**src/sct_pkg.sv**
```systemverilog
// Shared types, token codes and character classification for the source tokenizer.
package sct_pkg;

    // Defaults for the top-level parameters
    localparam int MAX_LENGTH_DEF    = 255;
    localparam int POSITION_BITS_DEF = 16;

    // Result queue depth (two free entries are needed per input beat)
    localparam int QUEUE_DEPTH = 4;
    localparam int QCOUNT_W    = $clog2(QUEUE_DEPTH + 1);

    // Character codes with a role of their own
    localparam logic [7:0] CH_TAB   = 8'h09;
    localparam logic [7:0] CH_LF    = 8'h0A;
    localparam logic [7:0] CH_SPACE = 8'h20;
    localparam logic [7:0] CH_QUOTE = 8'h22;

    typedef enum logic [4:0] {
        KIND_IDENT    = 5'd0,
        KIND_NUMBER   = 5'd1,
        KIND_STRING   = 5'd2,
        KIND_PLUS     = 5'd3,
        KIND_MINUS    = 5'd4,
        KIND_STAR     = 5'd5,
        KIND_SLASH    = 5'd6,
        KIND_ASSIGN   = 5'd7,
        KIND_EQ       = 5'd8,
        KIND_NE       = 5'd9,
        KIND_LT       = 5'd10,
        KIND_LE       = 5'd11,
        KIND_GT       = 5'd12,
        KIND_GE       = 5'd13,
        KIND_AND      = 5'd14,
        KIND_OR       = 5'd15,
        KIND_LPAREN   = 5'd16,
        KIND_RPAREN   = 5'd17,
        KIND_LBRACE   = 5'd18,
        KIND_RBRACE   = 5'd19,
        KIND_COMMA    = 5'd20,
        KIND_SEMI     = 5'd21,
        KIND_IF       = 5'd22,
        KIND_ELSE     = 5'd23,
        KIND_WHILE    = 5'd24,
        KIND_FUNCTION = 5'd25,
        KIND_VAR      = 5'd26,
        KIND_PRINTF   = 5'd27,
        KIND_RETURN   = 5'd28,
        KIND_END      = 5'd29,
        KIND_ERROR    = 5'd30
    } token_kind_t;

    // First eight characters of a token, byte 0 first
    typedef logic [7:0][7:0] head_t;

    typedef struct packed {
        token_kind_t kind;
        logic [15:0] line;
        logic [15:0] column;
        logic [7:0]  length;
        logic        last;
    } token_t;

    // Up to two tokens produced by one input beat
    typedef struct packed {
        logic [1:0] count;
        token_t     tok0;
        token_t     tok1;
    } push_t;

    function automatic logic is_alpha(input logic [7:0] c);
        return (c inside {["A":"Z"], ["a":"z"]});
    endfunction

    function automatic logic is_digit(input logic [7:0] c);
        return (c inside {["0":"9"]});
    endfunction

    function automatic logic is_punct(input logic [7:0] c);
        return (c inside {[8'd33:8'd47], [8'd58:8'd64], [8'd91:8'd96], [8'd123:8'd126]});
    endfunction

    function automatic logic is_blank(input logic [7:0] c);
        return (c == CH_SPACE) || (c == CH_TAB) || (c == CH_LF);
    endfunction

    // Brackets and semicolon never start a greedy run
    function automatic logic is_bracket(input logic [7:0] c);
        return (c == "(") || (c == ")") || (c == "{") || (c == "}") || (c == ";");
    endfunction

    // Operator lookup for a one- or two-character run
    function automatic token_kind_t special_kind(input logic [7:0] h0, input logic [7:0] h1,
                                                 input logic one, input logic two);
        token_kind_t k;
        k = KIND_ERROR;
        if (one) begin
            case (h0)
                "+":     k = KIND_PLUS;
                "-":     k = KIND_MINUS;
                "*":     k = KIND_STAR;
                "/":     k = KIND_SLASH;
                "=":     k = KIND_ASSIGN;
                "<":     k = KIND_LT;
                ">":     k = KIND_GT;
                "(":     k = KIND_LPAREN;
                ")":     k = KIND_RPAREN;
                "{":     k = KIND_LBRACE;
                "}":     k = KIND_RBRACE;
                ",":     k = KIND_COMMA;
                ";":     k = KIND_SEMI;
                default: k = KIND_ERROR;
            endcase
        end else if (two) begin
            if ({h0, h1} == "==") k = KIND_EQ;
            else if ({h0, h1} == "!=") k = KIND_NE;
            else if ({h0, h1} == "<=") k = KIND_LE;
            else if ({h0, h1} == ">=") k = KIND_GE;
            else if ({h0, h1} == "&&") k = KIND_AND;
            else if ({h0, h1} == "||") k = KIND_OR;
        end
        return k;
    endfunction

    // Keyword check; n is the token length, any value above eight never matches
    function automatic token_kind_t keyword_kind(input head_t h, input logic [3:0] n);
        token_kind_t k;
        k = KIND_IDENT;
        if (n == 4'd2 && {h[0], h[1]} == "if")
            k = KIND_IF;
        else if (n == 4'd4 && {h[0], h[1], h[2], h[3]} == "else")
            k = KIND_ELSE;
        else if (n == 4'd5 && {h[0], h[1], h[2], h[3], h[4]} == "while")
            k = KIND_WHILE;
        else if (n == 4'd8 && {h[0], h[1], h[2], h[3], h[4], h[5], h[6], h[7]} == "function")
            k = KIND_FUNCTION;
        else if (n == 4'd3 && {h[0], h[1], h[2]} == "var")
            k = KIND_VAR;
        else if (n == 4'd6 && {h[0], h[1], h[2], h[3], h[4], h[5]} == "printf")
            k = KIND_PRINTF;
        else if (n == 4'd6 && {h[0], h[1], h[2], h[3], h[4], h[5]} == "return")
            k = KIND_RETURN;
        return k;
    endfunction

endpackage

```
**src/sct_if.sv**
```systemverilog
// Valid/ready channel interfaces for source characters and tokens.
interface sct_char_if;
    logic       valid;
    logic       ready;
    logic [7:0] character;
    logic       end_of_input;

    modport source (output valid, output character, output end_of_input, input ready);
    modport sink (input valid, input character, input end_of_input, output ready);
endinterface

interface sct_token_if;
    logic        valid;
    logic        ready;
    logic [4:0]  token_kind;
    logic [15:0] start_line;
    logic [15:0] start_column;
    logic [7:0]  token_length;
    logic        last_of_run;

    modport source (output valid, output token_kind, output start_line, output start_column,
                    output token_length, output last_of_run, input ready);
    modport sink (input valid, input token_kind, input start_line, input start_column,
                  input token_length, input last_of_run, output ready);
endinterface

```
**src/sct_lexer.sv**
```systemverilog
// Character input register, tokenizer state and per-character token logic.
module sct_lexer
    import sct_pkg::*;
#(
    parameter int MAX_LENGTH    = MAX_LENGTH_DEF,
    parameter int POSITION_BITS = POSITION_BITS_DEF
)
(
    input  logic        clk,
    input  logic        rst_n,
    sct_char_if.sink    chars,
    input  logic        room,
    output push_t       push
);

    localparam int LW      = $clog2(MAX_LENGTH + 2);
    localparam int LEN_LIM = (MAX_LENGTH < 255) ? MAX_LENGTH : 255;
    localparam logic [POSITION_BITS-1:0] POS_MAX = '1;

    typedef enum logic [4:0] {
        MODE_IDLE   = 5'b00001,
        MODE_IDENT  = 5'b00010,
        MODE_NUMBER = 5'b00100,
        MODE_STRING = 5'b01000,
        MODE_RUN    = 5'b10000
    } mode_t;

    logic                     vld_reg, vld_next;
    logic [7:0]               char_reg;
    logic                     eoi_reg;
    mode_t                    mode_reg, mode_next;
    head_t                    head_reg, head_next;
    logic [LW-1:0]            len_reg, len_next;
    logic [POSITION_BITS-1:0] cur_line_reg, cur_line_next;
    logic [POSITION_BITS-1:0] cur_col_reg, cur_col_next;
    logic [POSITION_BITS-1:0] tok_line_reg, tok_line_next;
    logic [POSITION_BITS-1:0] tok_col_reg, tok_col_next;

    logic                     in_accept;
    logic                     fire;
    logic [POSITION_BITS-1:0] line_adv, col_adv;
    logic [LW-1:0]            len_app;
    head_t                    head_app;
    logic [3:0]               len_short;
    token_kind_t              cur_special, cur_keyword;
    logic                     c_alpha, c_digit, c_punct, c_blank, c_bracket, c_quote;
    logic                     beg_emits;
    token_kind_t              beg_kind;
    mode_t                    beg_mode;
    logic                     emit_tok, tok_use_app, do_begin, emit_end;
    token_kind_t              tok_kind;
    token_t                   tok_r, beg_r, end_r;
    logic                     b_emit;

    function automatic logic [7:0] sat_len(input logic [LW-1:0] v);
        return (v > LW'(LEN_LIM)) ? 8'(LEN_LIM) : 8'(v);
    endfunction

    // Input register: a beat is taken when the slot is free or drains now
    assign chars.ready = !vld_reg || room;
    assign in_accept   = chars.valid && chars.ready;
    assign fire        = vld_reg && room;

    always_comb
    begin
        vld_next = vld_reg;
        if (in_accept)
            vld_next = 1'b1;
        else if (fire)
            vld_next = 1'b0;
    end

    always_ff @(posedge clk or negedge rst_n)
    begin
        if (!rst_n)
            vld_reg <= 1'b0;
        else
            vld_reg <= vld_next;
    end

    always_ff @(posedge clk)
    begin
        if (in_accept)
        begin
            char_reg <= chars.character;
            eoi_reg  <= chars.end_of_input;
        end
    end

    // Character class and saturating position advance
    always_comb
    begin
        c_alpha   = is_alpha(char_reg);
        c_digit   = is_digit(char_reg);
        c_punct   = is_punct(char_reg);
        c_blank   = is_blank(char_reg);
        c_bracket = is_bracket(char_reg);
        c_quote   = (char_reg == CH_QUOTE);

        line_adv = cur_line_reg;
        col_adv  = cur_col_reg;
        if (char_reg == CH_LF)
        begin
            col_adv = '0;
            if (cur_line_reg != POS_MAX)
                line_adv = cur_line_reg + POSITION_BITS'(1);
        end else if (cur_col_reg != POS_MAX)
        begin
            col_adv = cur_col_reg + POSITION_BITS'(1);
        end
    end

    // Append path and matches on the open token
    always_comb
    begin
        len_app = len_reg;
        if (len_reg <= LW'(MAX_LENGTH))
            len_app = len_reg + LW'(1);
        head_app = head_reg;
        if (len_reg < LW'(8))
            head_app[len_reg[2:0]] = char_reg;
        len_short   = (len_reg > LW'(8)) ? 4'hF : 4'(len_reg);
        cur_special = special_kind(head_reg[0], head_reg[1],
                                   len_reg == LW'(1), len_reg == LW'(2));
        cur_keyword = keyword_kind(head_reg, len_short);
    end

    // Start of a new token on this character
    always_comb
    begin
        beg_mode  = MODE_IDLE;
        beg_emits = 1'b0;
        beg_kind  = KIND_ERROR;
        if (!c_blank)
        begin
            if (c_alpha)
                beg_mode = MODE_IDENT;
            else if (c_digit)
                beg_mode = MODE_NUMBER;
            else if (c_quote)
                beg_mode = MODE_STRING;
            else if (c_punct && !c_bracket)
                beg_mode = MODE_RUN;
            else
            begin
                beg_emits = 1'b1;
                if (c_bracket)
                    beg_kind = special_kind(char_reg, 8'h00, 1'b1, 1'b0);
            end
        end
    end

    // Token decisions and state update
    always_comb
    begin
        mode_next     = mode_reg;
        head_next     = head_reg;
        len_next      = len_reg;
        cur_line_next = cur_line_reg;
        cur_col_next  = cur_col_reg;
        tok_line_next = tok_line_reg;
        tok_col_next  = tok_col_reg;
        emit_tok      = 1'b0;
        tok_use_app   = 1'b0;
        tok_kind      = KIND_ERROR;
        do_begin      = 1'b0;
        emit_end      = 1'b0;

        if (eoi_reg)
        begin
            // close any open token, then the end marker
            emit_tok  = (mode_reg != MODE_IDLE);
            emit_end  = 1'b1;
            mode_next = MODE_IDLE;
            case (mode_reg)
                MODE_IDENT:  tok_kind = cur_keyword;
                MODE_NUMBER: tok_kind = KIND_NUMBER;
                MODE_STRING: tok_kind = KIND_STRING;
                MODE_RUN:    tok_kind = cur_special;
                default:     tok_kind = KIND_ERROR;
            endcase
        end else
        begin
            cur_line_next = line_adv;
            cur_col_next  = col_adv;
            case (mode_reg)
                MODE_IDENT:
                begin
                    if (c_alpha || c_digit)
                    begin
                        len_next  = len_app;
                        head_next = head_app;
                    end else
                    begin
                        emit_tok = 1'b1;
                        tok_kind = cur_keyword;
                        do_begin = 1'b1;
                    end
                end
                MODE_NUMBER:
                begin
                    if (c_digit)
                    begin
                        len_next  = len_app;
                        head_next = head_app;
                    end else
                    begin
                        emit_tok = 1'b1;
                        tok_kind = KIND_NUMBER;
                        do_begin = 1'b1;
                    end
                end
                MODE_STRING:
                begin
                    len_next  = len_app;
                    head_next = head_app;
                    if (c_quote)
                    begin
                        emit_tok    = 1'b1;
                        tok_use_app = 1'b1;
                        tok_kind    = KIND_STRING;
                        mode_next   = MODE_IDLE;
                    end
                end
                MODE_RUN:
                begin
                    if (c_punct)
                    begin
                        len_next  = len_app;
                        head_next = head_app;
                    end else if (cur_special != KIND_ERROR)
                    begin
                        emit_tok = 1'b1;
                        tok_kind = cur_special;
                        do_begin = 1'b1;
                    end else
                    begin
                        // failed run swallows the character that ended it
                        len_next    = len_app;
                        head_next   = head_app;
                        emit_tok    = 1'b1;
                        tok_use_app = 1'b1;
                        tok_kind    = KIND_ERROR;
                        mode_next   = MODE_IDLE;
                    end
                end
                default:
                begin
                    do_begin = 1'b1;
                end
            endcase

            if (do_begin)
            begin
                mode_next = beg_mode;
                if (!c_blank)
                begin
                    tok_line_next = line_adv;
                    tok_col_next  = col_adv;
                    head_next[0]  = char_reg;
                    len_next      = LW'(1);
                end
            end
        end
    end

    // Candidate results, packed in emission order
    always_comb
    begin
        tok_r.kind   = tok_kind;
        tok_r.line   = 16'(tok_line_reg);
        tok_r.column = 16'(tok_col_reg);
        tok_r.length = sat_len(tok_use_app ? len_app : len_reg);
        tok_r.last   = 1'b0;

        beg_r.kind   = beg_kind;
        beg_r.line   = 16'(line_adv);
        beg_r.column = 16'(col_adv);
        beg_r.length = 8'd1;
        beg_r.last   = 1'b0;

        end_r.kind   = KIND_END;
        end_r.line   = 16'(cur_line_reg);
        end_r.column = 16'(cur_col_reg);
        end_r.length = 8'd0;
        end_r.last   = 1'b0;

        b_emit = do_begin && beg_emits;

        push.count = fire ? (2'(emit_tok) + 2'(b_emit) + 2'(emit_end)) : 2'd0;
        push.tok0  = emit_tok ? tok_r : (b_emit ? beg_r : end_r);
        push.tok1  = (emit_tok && b_emit) ? beg_r : end_r;
        push.tok0.last = (push.count == 2'd1);
        push.tok1.last = 1'b1;
    end

    // State registers
    always_ff @(posedge clk or negedge rst_n)
    begin
        if (!rst_n)
        begin
            mode_reg     <= MODE_IDLE;
            len_reg      <= '0;
            cur_line_reg <= '0;
            cur_col_reg  <= '0;
            tok_line_reg <= '0;
            tok_col_reg  <= '0;
        end else if (fire)
        begin
            mode_reg     <= mode_next;
            len_reg      <= len_next;
            cur_line_reg <= cur_line_next;
            cur_col_reg  <= cur_col_next;
            tok_line_reg <= tok_line_next;
            tok_col_reg  <= tok_col_next;
        end
    end

    always_ff @(posedge clk)
    begin
        if (fire)
            head_reg <= head_next;
    end

endmodule

```
**src/sct_result_queue.sv**
```systemverilog
// Four-entry shift queue that buffers tokens and drives the output channel.
module sct_result_queue
    import sct_pkg::*;
(
    input  logic        clk,
    input  logic        rst_n,
    input  push_t       push,
    output logic        room,
    sct_token_if.source tokens
);

    token_t                q_reg [QUEUE_DEPTH];
    token_t                q_next [QUEUE_DEPTH];
    logic [QCOUNT_W-1:0]   count_reg, count_next;
    logic [QCOUNT_W-1:0]   base;
    logic                  pop;

    // Two free entries cover the worst beat
    assign room = (count_reg <= QCOUNT_W'(QUEUE_DEPTH - 2));

    assign tokens.valid        = (count_reg != '0);
    assign tokens.token_kind   = q_reg[0].kind;
    assign tokens.start_line   = q_reg[0].line;
    assign tokens.start_column = q_reg[0].column;
    assign tokens.token_length = q_reg[0].length;
    assign tokens.last_of_run  = q_reg[0].last;

    assign pop  = tokens.valid && tokens.ready;
    assign base = count_reg - QCOUNT_W'(pop);

    // Shift out the head beat, then write new tokens at the tail
    always_comb
    begin
        for (int i = 0; i < QUEUE_DEPTH; i++)
        begin
            if (pop && i < QUEUE_DEPTH - 1)
                q_next[i] = q_reg[i + 1];
            else
                q_next[i] = q_reg[i];
            if (push.count != 2'd0 && base == QCOUNT_W'(i))
                q_next[i] = push.tok0;
            if (push.count == 2'd2 && base + QCOUNT_W'(1) == QCOUNT_W'(i))
                q_next[i] = push.tok1;
        end
        count_next = base + QCOUNT_W'(push.count);
    end

    always_ff @(posedge clk or negedge rst_n)
    begin
        if (!rst_n)
            count_reg <= '0;
        else
            count_reg <= count_next;
    end

    always_ff @(posedge clk)
    begin
        for (int i = 0; i < QUEUE_DEPTH; i++)
            q_reg[i] <= q_next[i];
    end

`ifndef SYNTHESIS
    a_count_bound: assert property (@(posedge clk) disable iff (!rst_n)
        count_reg <= QCOUNT_W'(QUEUE_DEPTH))
        else $error("result queue overfilled");

    a_push_room: assert property (@(posedge clk) disable iff (!rst_n)
        (push.count != 2'd0) |-> room)
        else $error("tokens pushed without room");

    a_pop_drains: assert property (@(posedge clk) disable iff (!rst_n)
        (pop && push.count == 2'd0) |=> (count_reg == $past(count_reg) - QCOUNT_W'(1)))
        else $error("pop did not drain one entry");

    a_pair_last: assert property (@(posedge clk) disable iff (!rst_n)
        (push.count == 2'd2) |-> (push.tok1.last && !push.tok0.last))
        else $error("last_of_run misplaced in token pair");
`endif

endmodule

```
**src/source_char_tokenizer_core.sv**
```systemverilog
// Top level of the streaming source tokenizer.
// One source byte (or an end-of-input mark) is taken per cycle on chars
// while chars.ready is high; it is registered, then, once the queue has
// room, classified and folded into the open token, and the tokens it
// completes (none, one or two) are written into the queue registers, from
// which they appear on tokens. Tokens leave one per cycle from a four-entry
// queue while the sink is ready; the input keeps streaming at one byte per
// cycle as long as the bytes complete at most one token each on average
// and the sink keeps up, and chars.ready drops only when fewer than two
// queue entries are free. Each token reports its start line (zero-based),
// start column (one-based) and a saturating length; the last token caused
// by a given byte carries last_of_run. No clearing pass follows reset.
module source_char_tokenizer_core
    import sct_pkg::*;
#(
    parameter int MAX_LENGTH    = MAX_LENGTH_DEF,
    parameter int POSITION_BITS = POSITION_BITS_DEF
)
(
    input  logic        clk,
    input  logic        rst_n,
    sct_char_if.sink    chars,
    sct_token_if.source tokens
);

    push_t push;
    logic  room;

    sct_lexer #(
        .MAX_LENGTH    (MAX_LENGTH),
        .POSITION_BITS (POSITION_BITS)
    ) u_lexer (
        .clk   (clk),
        .rst_n (rst_n),
        .chars (chars),
        .room  (room),
        .push  (push)
    );

    sct_result_queue u_queue (
        .clk    (clk),
        .rst_n  (rst_n),
        .push   (push),
        .room   (room),
        .tokens (tokens)
    );

endmodule

```
**src/flat_wrapper.sv**
```systemverilog
// flat-port wrapper written by rule: the top's interface ports become plain ports
module source_char_tokenizer_core_flat import sct_pkg::*;
#(
    parameter int MAX_LENGTH    = MAX_LENGTH_DEF,
    parameter int POSITION_BITS = POSITION_BITS_DEF
)
  (clk, rst_n, chars_valid, chars_character, chars_end_of_input, chars_ready, tokens_valid, tokens_token_kind, tokens_start_line, tokens_start_column, tokens_token_length, tokens_last_of_run, tokens_ready);
  sct_char_if chars_i ();
  sct_token_if tokens_i ();
  input  logic clk;
  input  logic rst_n;
  input wire logic [$bits(chars_i.valid)-1:0] chars_valid;
  input wire logic [$bits(chars_i.character)-1:0] chars_character;
  input wire logic [$bits(chars_i.end_of_input)-1:0] chars_end_of_input;
  output wire logic [$bits(chars_i.ready)-1:0] chars_ready;
  output wire logic [$bits(tokens_i.valid)-1:0] tokens_valid;
  output wire logic [$bits(tokens_i.token_kind)-1:0] tokens_token_kind;
  output wire logic [$bits(tokens_i.start_line)-1:0] tokens_start_line;
  output wire logic [$bits(tokens_i.start_column)-1:0] tokens_start_column;
  output wire logic [$bits(tokens_i.token_length)-1:0] tokens_token_length;
  output wire logic [$bits(tokens_i.last_of_run)-1:0] tokens_last_of_run;
  input wire logic [$bits(tokens_i.ready)-1:0] tokens_ready;
  assign chars_i.valid = chars_valid;
  assign chars_i.character = chars_character;
  assign chars_i.end_of_input = chars_end_of_input;
  assign chars_ready = chars_i.ready;
  assign tokens_valid = tokens_i.valid;
  assign tokens_token_kind = tokens_i.token_kind;
  assign tokens_start_line = tokens_i.start_line;
  assign tokens_start_column = tokens_i.start_column;
  assign tokens_token_length = tokens_i.token_length;
  assign tokens_last_of_run = tokens_i.last_of_run;
  assign tokens_i.ready = tokens_ready;
  source_char_tokenizer_core #(.MAX_LENGTH(MAX_LENGTH), .POSITION_BITS(POSITION_BITS)) u_core (.clk(clk), .rst_n(rst_n), .chars(chars_i), .tokens(tokens_i));
endmodule
```
**config.mk**
```make
export PLATFORM = sky130hd
export DESIGN_NAME = source_char_tokenizer_core_flat
export DESIGN_NICKNAME = d
export VERILOG_FILES = /design/src/sct_pkg.sv /design/src/sct_if.sv /design/src/sct_lexer.sv /design/src/sct_result_queue.sv /design/src/source_char_tokenizer_core.sv /design/src/flat_wrapper.sv
export SDC_FILE = /design/constraint.sdc
export NUM_CORES = 1
export LEC_CHECK = 0
export BUFFER_PORTS_ARGS = -buffer_cell sky130_fd_sc_hd__buf_2
export CAP_MARGIN = 20
export CORE_MARGIN = 3
export CORE_UTILIZATION = 40
export DETAILED_ROUTE_END_ITERATION = 7
export GPL_TIMING_DRIVEN = 0
export MAX_ROUTING_LAYER = met4
export PLACE_DENSITY = 0.59
export RECOVER_POWER = 100
export SLEW_MARGIN = 20
export SYNTH_ARGS = -nofsm -noshare
export SYNTH_HDL_FRONTEND = slang
export SYNTH_SLANG_ARGS = --single-unit
export TNS_END_PERCENT = 1
```
**constraint.sdc**
```tcl
create_clock -name clk -period 5.2 [get_ports clk]
set_input_delay 0.78 -clock clk [delete_from_list [all_inputs] [get_ports clk]]
set_output_delay 0.78 -clock clk [all_outputs]
set_load 0.01 [all_outputs]
```
==> impl_metrics.env, run 1 <==
export IMPL_fmax_mhz=196
export IMPL_vias_per_cell=6.09
export IMPL_drive_gt1_share_pct=13.5
export IMPL_ys_types=100
export IMPL_start_kind="flip-flop"
export IMPL_setup_violations_final=0
export IMPL_final_cell_area_sq_um=22000
export IMPL_vias=16600
export IMPL_antenna_found_initial=0
export IMPL_power_density_nw_per_um2=458
export IMPL_slew_headroom_pct=-79.2
export IMPL_rows=79
export IMPL_initial_core_util_pct=40.9
export IMPL_maxSlewViolCount=85
export IMPL_die_y_microns=225
export IMPL_drt_pass1_iterations=8
export IMPL_rr_startpoint="u_core.u_lexer.char_reg[2]"
export IMPL_placement_io_buffers=60
export IMPL_clockBufferDepth=3
export IMPL_ys_seq_area_share_pct=49.1
export IMPL_violations="capacitance limit, slew limit"
export IMPL_ir_drop_uv=290
export IMPL_synth_fa_ha_area_share_pct=0.909
export IMPL_regToRegEndpoint="u_core.u_queue.q_reg[2][44]"
export IMPL_holdCritStartpoint="chars_end_of_input"
export IMPL_worstPathArrival_ns=5.50
export IMPL_drt_iter0_markers=1768
export IMPL_cts_sinks=339
export IMPL_finalNetCount=2114
export IMPL_whs_path_depth=1
export IMPL_rsz0062_at_grt="yes"
export IMPL_synth_nets=1982
export IMPL_finalCritPeriodShare_pct=98.0
export IMPL_io_pins=61
export IMPL_dieArea_sq_um=50800
export IMPL_drc_errors=0
export IMPL_dpl_cell_area_sq_um=20500
export IMPL_hold_path_class="input port to flip-flop"
export IMPL_maxCapViolations=2
export IMPL_grt_ovfl_total=0
export IMPL_clk_pin_slew_worst_paths_ns=0.06
export IMPL_period_needed_ns=5.10
export IMPL_final_core_utilization_pct=46.8
export IMPL_synthArstFlopShare_pct=24.2
export IMPL_core_area_sq_um=47100
export IMPL_yosysWarnings=0
export IMPL_grt_total_usage_pct=24.7
export IMPL_n_fill_cell=4470
export IMPL_synth_xor_xnor_area_share_pct=1.50
export IMPL_finalHoldViolations=0
export IMPL_cts_inserted_buffers=39
export IMPL_clock_latency_ns=0.56
export IMPL_outcome="finished with violations"
export IMPL_r2r_cells=17
export IMPL_syn_area_sq_um=19300
export IMPL_place_gp_congestion=0.977
export IMPL_reg2reg_slack_ns=0.10
export IMPL_cp_max_fo=10
export IMPL_cp_data_required_time_ns=5.60
export IMPL_synth_compound_area_share_pct=21.8
export IMPL_grt_pass1_wl_microns=94700
export IMPL_p_leak_nw=7.94
export IMPL_synth_mux_area_share_pct=3.44
export IMPL_grt_max_degree=58
export IMPL_avgSynthCellArea_sq_um=9.84
export IMPL_die_w_microns=225
export IMPL_crit_type="flip-flop to flip-flop"
export IMPL_tritoncts="built"
export IMPL_h_tree_depth=2
export IMPL_first_global_vias=15600
export IMPL_synthCells=1957
export IMPL_cp_end_kind="flip-flop"
export IMPL_synth_edf_count=225
export IMPL_yosys_area_share_simple_pct=18.6
export IMPL_synth_ff_type="edfxtp_1"
export IMPL_min_to="u_core.u_lexer.eoi_reg"
export IMPL_post_drt_wl_per_cell_microns=22.8
export IMPL_largest_reg_flops=184
export IMPL_ys_ff_latch=339
export IMPL_synth_top_family_by_area="compound AO/OA/AOI/OAI gates"
export IMPL_root_buffer="clkbuf_16"
export IMPL_drtAntennaViolNets=0
export IMPL_totalWireLength_microns=62000
export IMPL_worstMarginPinSlew_ns=2.69
export IMPL_hpwl_microns=45500
export IMPL_clock_skew_ns=0.0194
export IMPL_num_antenna_cells=0
export IMPL_area_growth_pct=14.3
cell type report:
type / count / area (sq um) / area share [%]
flip-flops and latches: 339 / 9450 / 42.9
multi-input cells: 1419 / 9160 / 41.6
clock buffers: 55 / 1070 / 4.84
plain buffers: 173 / 812 / 3.69
well taps: 607 / 759 / 3.45
repair buffers: 89 / 533 / 2.42
clock inverters: 17 / 124 / 0.563
inverters: 28 / 120 / 0.545
critical path: stages (launching register included):
cell and delay [ns]:
edfxtp_1 0.40, buf_4 0.20, nand3b_1 0.21, a2111oi_4 0.55
nand2b_1 0.20, o211ai_1 0.18, and2_1 0.22, buf_4 0.19
inv_6 0.11, buf_6 0.21, buf_6 0.19, fa_1 0.47
a21oi_2 0.33, and2_0 0.17, clkbuf_1 0.33, clkbuf_1 0.60
o211ai_1 0.17, a22oi_1 0.21
routing by layer:
metal  wire length (microns)  global-route usage (%)
met5                       0                       -
met4                    1710                    7.40
met3                    4230                    4.00
met2                   29500                    40.0
met1                   26600                    31.9
per-stage QoR:
| stage | hold WS (ns) | TNS [ns] | worst slack (ns) | power (mW) | instances |
|---|---|---|---|---|---|
| 2_1_floorplan | 0.423 | 0 | 0.0854 | 6.17 | 1957 |
| 3_3_place_gp | 0.444 | -360.81 | -1.87 | 7.21 | 2624 |
| 3_5_place_dp | 0.442 | -168.27 | -1.02 | 7.29 | 2628 |
| 4_1_cts | 0.113 | -0.0128 | -0.00332 | 10.1 | 2710 |
| 5_1_grt | 0.385 | -1.83 | -0.0916 | 10.6 | 2727 |
| 6_report | 0.399 | 0 | 0.105 | 10.1 | 2727 |
synthesized netlist by cell type, drive strengths merged (14+ instances only):
| cell | instances | area, sq um |
|---|---|---|
| dfxtp | 32 | 641 |
| nor3 | 65 | 433 |
| a2bb2oi | 33 | 289 |
| nand3 | 68 | 340 |
| nor2 | 218 | 831 |
| nor2b | 16 | 100 |
| edfxtp | 225 | 6760 |
| and3 | 14 | 87.6 |
| inv | 26 | 103 |
| a21boi | 16 | 120 |
| a221oi | 45 | 394 |
| a221o | 17 | 170 |
| clkbuf | 111 | 417 |
| nand4 | 24 | 150 |
| mux2 | 15 | 169 |
| a21oi | 125 | 644 |
| a31oi | 15 | 109 |
| buf | 62 | 368 |
| o21ai | 165 | 841 |
| o22ai | 52 | 325 |
| a22o | 23 | 203 |
| and2 | 14 | 87.6 |
| mux2i | 49 | 494 |
| o31ai | 20 | 155 |
| dfrtp | 81 | 2030 |
| a22oi | 23 | 173 |
| nor4 | 20 | 180 |
| xnor2 | 18 | 158 |
| nand2 | 153 | 574 |
| xor2 | 15 | 131 |
cell usage in the layout, fill, tap and decap left out, drive strengths merged, types with 9 or more instances in the layout:
cell	instances
edfxtp	225
clkbuf	224
nor2	218
o21ai	165
nand2	153
a21oi	125
buf	93
dfrtp	81
nand3	70
nor3	65
o22ai	52
mux2i	49
a221oi	45
a2bb2oi	33
dfxtp	32
inv	29
nand4	24
a22oi	23
a22o	23
o31ai	20
nor4	20
xnor2	18
a221o	17
nor2b	16
a21boi	16
mux2	15
xor2	15
a31oi	15
and3	14
and2	14
nand2b	13
o211ai	12
or4	12
clkinv	12
ha	10
a211oi	9
cell families after synthesis:
kind of cell               count (synthesis)
AOI/OAI and AO/OA                        617
xor gates and xnor gates                  33
adders and majority gates                 13
buffers and inverters                    201
DFF                                      339
muxes                                     64
and+or+nand+nor                          690
report_power, final:
group | switching [mW] | leakage (nW) | internal, mW
Combinational | 2.20 | 3.80 | 1.17
Clock | 1.14 | 0.589 | 1.49
Sequential | 0.312 | 3.56 | 3.78
Total | 3.65 | 7.94 | 6.43
how the worst max path moves through the flow:
stage                                from                           to  slack [ns]  depth (start not counted)
2_1_floorplan  u_core.u_lexer.char_reg[1]  u_core.u_queue.q_reg[2][10]        0.09                         15
3_3_place_gp   u_core.u_lexer.char_reg[4]  u_core.u_queue.q_reg[2][14]       -1.87                         15
3_5_place_dp    u_core.u_lexer.len_reg[1]  u_core.u_queue.q_reg[2][40]       -1.02                         18
4_1_cts        u_core.u_lexer.char_reg[5]  u_core.u_queue.q_reg[1][18]      -0.003                         17
5_1_grt        u_core.u_lexer.char_reg[5]  u_core.u_queue.q_reg[1][39]       -0.09                         19
6_report       u_core.u_lexer.char_reg[2]  u_core.u_queue.q_reg[2][44]        0.10                         17
repair_timing:
item / in CTS / in global routing
buffers inserted: 8 / 16
hold buffers: 0 / 0
resized for setup: 36 / 33
gates cloned: 2 / 0
pin swaps: 5 / 10
setup endpoints to repair: 311 / 309
Power figures use the tool's default switching activity.
==> inputs of run 2 (changes only) <==
Settings changed: CTS_BUF_LIST set to sky130_fd_sc_hd__clkbuf_2.
==> impl_metrics.env, run 2 (synthesized netlist as in run 1, its figures left out) <==
export IMPL_dieArea_sq_um=50800
export IMPL_min_to="u_core.u_queue.q_reg[0][5]"
export IMPL_die_y_microns=225
export IMPL_layout_commonest_cell="edfxtp_1"
export IMPL_h_tree_depth=3
export IMPL_slew_headroom_pct=-73.9
export IMPL_maxCapViolations=2
export IMPL_n_fill_cell=4560
export IMPL_r2r_cells=18
export IMPL_period_needed_ns=5.11
export IMPL_clk_pin_slew_worst_paths_ns=0.10
export IMPL_core_area_sq_um=47100
export IMPL_finalNetCount=2178
export IMPL_vias=16900
export IMPL_worstMarginPinSlew_ns=2.61
export IMPL_root_buffer="clkbuf_2"
export IMPL_p_leak_nw=8.11
export IMPL_grt_total_usage_pct=25.1
export IMPL_power_density_nw_per_um2=436
export IMPL_fin_ws_ns=0.0950
export IMPL_maxSlewViolCount=85
export IMPL_regToRegEndpoint="u_core.u_queue.q_reg[0][19]"
export IMPL_rr_startpoint="u_core.u_lexer.char_reg[5]"
export IMPL_cts_sinks=339
export IMPL_rsz0062_at_grt="yes"
export IMPL_drive_gt1_share_pct=17.4
export IMPL_cp_max_fo=10
export IMPL_tritoncts="built"
export IMPL_largest_reg_flops=184
export IMPL_totalWireLength_microns=62800
export IMPL_reg2reg_slack_ns=0.09
export IMPL_cts_inserted_buffers=92
export IMPL_hold_path_class="input port to flip-flop"
export IMPL_crit_type="flip-flop to flip-flop"
export IMPL_post_drt_wl_per_cell_microns=22.1
export IMPL_outcome="finished with violations"
export IMPL_cp_end_kind="flip-flop"
export IMPL_initial_core_util_pct=40.9
export IMPL_drc_errors=0
export IMPL_tns_ns=0
export IMPL_pre_cts_ws_ns=-1.02
export IMPL_clockBufferDepth=3
export IMPL_first_global_vias=16200
export IMPL_die_w_microns=225
export IMPL_mostFrequentLayoutCells="edfxtp_1, nor2_1, clkbuf_2"
export IMPL_area_growth_pct=13.7
export IMPL_hpwl_microns=45500
export IMPL_setup_violations_final=0
export IMPL_finalHoldViolations=0
export IMPL_finalPower_mw=9.55
export IMPL_grt_pass1_wl_microns=95500
export IMPL_violations="capacitance limit, slew limit"
export IMPL_grt_max_degree=58
export IMPL_rows=79
export IMPL_holdCritStartpoint="tokens_ready"
export IMPL_drtAntennaViolNets=0
export IMPL_drt_pass1_iterations=6
export IMPL_final_core_utilization_pct=46.5
export IMPL_worstPathArrival_ns=6.04
export IMPL_start_kind="flip-flop"
export IMPL_whs_path_depth=5
export IMPL_drt_iter0_markers=1771
export IMPL_clock_skew_ns=0.122
export IMPL_finalCritPeriodShare_pct=98.2
export IMPL_vias_per_cell=5.97
export IMPL_grt_ovfl_total=0
export IMPL_fmax_mhz=196
export IMPL_ir_drop_uv=213
export IMPL_clock_latency_ns=1.15
export IMPL_antenna_found_initial=2
export IMPL_placement_io_buffers=60
export IMPL_cp_data_required_time_ns=6.13
export IMPL_place_gp_congestion=0.977
export IMPL_io_pins=61
run 2: changes by cell type in the layout (fill, tap and decap cells not counted), sizes merged, moves of 3 or more:
cell | before | now
dlygate4sd3 | 0 | 11
diode | 0 | 3
clkinv | 12 | 21
clkbuf | 224 | 311
inv | 29 | 26
run 2: worst max-delay path by stage:
stage	slack (ns)	cells after the start	end	start
3_5_place_dp	-1.02	18	u_core.u_queue.q_reg[2][40]	u_core.u_lexer.len_reg[1]
6_report	0.09	18	u_core.u_queue.q_reg[0][19]	u_core.u_lexer.char_reg[5]
4_1_cts	-0.004	17	u_core.u_queue.q_reg[2][31]	u_core.u_lexer.char_reg[5]
2_1_floorplan	0.09	15	u_core.u_queue.q_reg[2][10]	u_core.u_lexer.char_reg[1]
5_1_grt	-0.12	19	u_core.u_queue.q_reg[1][25]	u_core.u_lexer.char_reg[0]
3_3_place_gp	-1.87	15	u_core.u_queue.q_reg[2][14]	u_core.u_lexer.char_reg[4]
run 2: critical path, stage by stage (launching register included):
cell and delay [ns]:
edfxtp_1 0.34, buf_2 0.31, nand3b_1 0.28, a2111oi_4 0.44
nand2b_1 0.20, o211ai_1 0.20, and2_1 0.22, buf_4 0.19
inv_6 0.11, buf_6 0.20, buf_6 0.19, fa_1 0.47
a21oi_2 0.31, nand4_1 0.17, buf_4 0.22, nor2_2 0.30
clkbuf_2 0.28, o21ai_0 0.18, a22oi_1 0.31
run 2: power by group:
group          internal, mW  switching [mW]  total, mW
logic                  1.18            2.20       3.38
registers              3.77           0.313       4.08
clock network         0.893            1.19       2.09
total                  5.84            3.71       9.55
run 2: through the flow:
stage,area [sq um],hold WS (ns),cells
global route,21900,0.195,2837
floorplan,19300,0.423,1957
global placement,20300,0.444,2624
detailed placement,20500,0.442,2628
finish,21900,0.234,2837
CTS,21800,0.0191,2817
run 2: routing by layer:
layer  up-vias  wire (microns)  global-route usage [%]  share of wire, %
met4         0            2280                    10.2               3.6
met1      8125           26200                    31.0                42
met5         -               0                       -                 0
li1       7905               -                       -                 -
met2       768           29500                    39.7                47
met3       145            4780                    5.98               7.6
run 2: area by class of cell:
cell class | count | area (sq um) | share of cell area (%)
well taps | 607 | 759 | 3.47
multi-input cells | 1419 | 9170 | 41.9
inverters | 28 | 120 | 0.549
flip-flops and latches | 339 | 9450 | 43.2
clock inverters | 24 | 198 | 0.903
clock buffers | 144 | 721 | 3.29
repair buffers | 101 | 654 | 2.99
diodes | 3 | 7.51 | 0.0343
plain buffers | 172 | 816 | 3.73
run 2: repair_timing:
action / 4_1_cts / 5_1_grt
resized for setup: 39 / 43
endpoints found under the setup margin: 312 / 305
hold endpoints to repair: 91 / 0
cloned: 2 / 0
hold buffers: 11 / 0
setup buffers: 9 / 17
pin swaps: 5 / 11
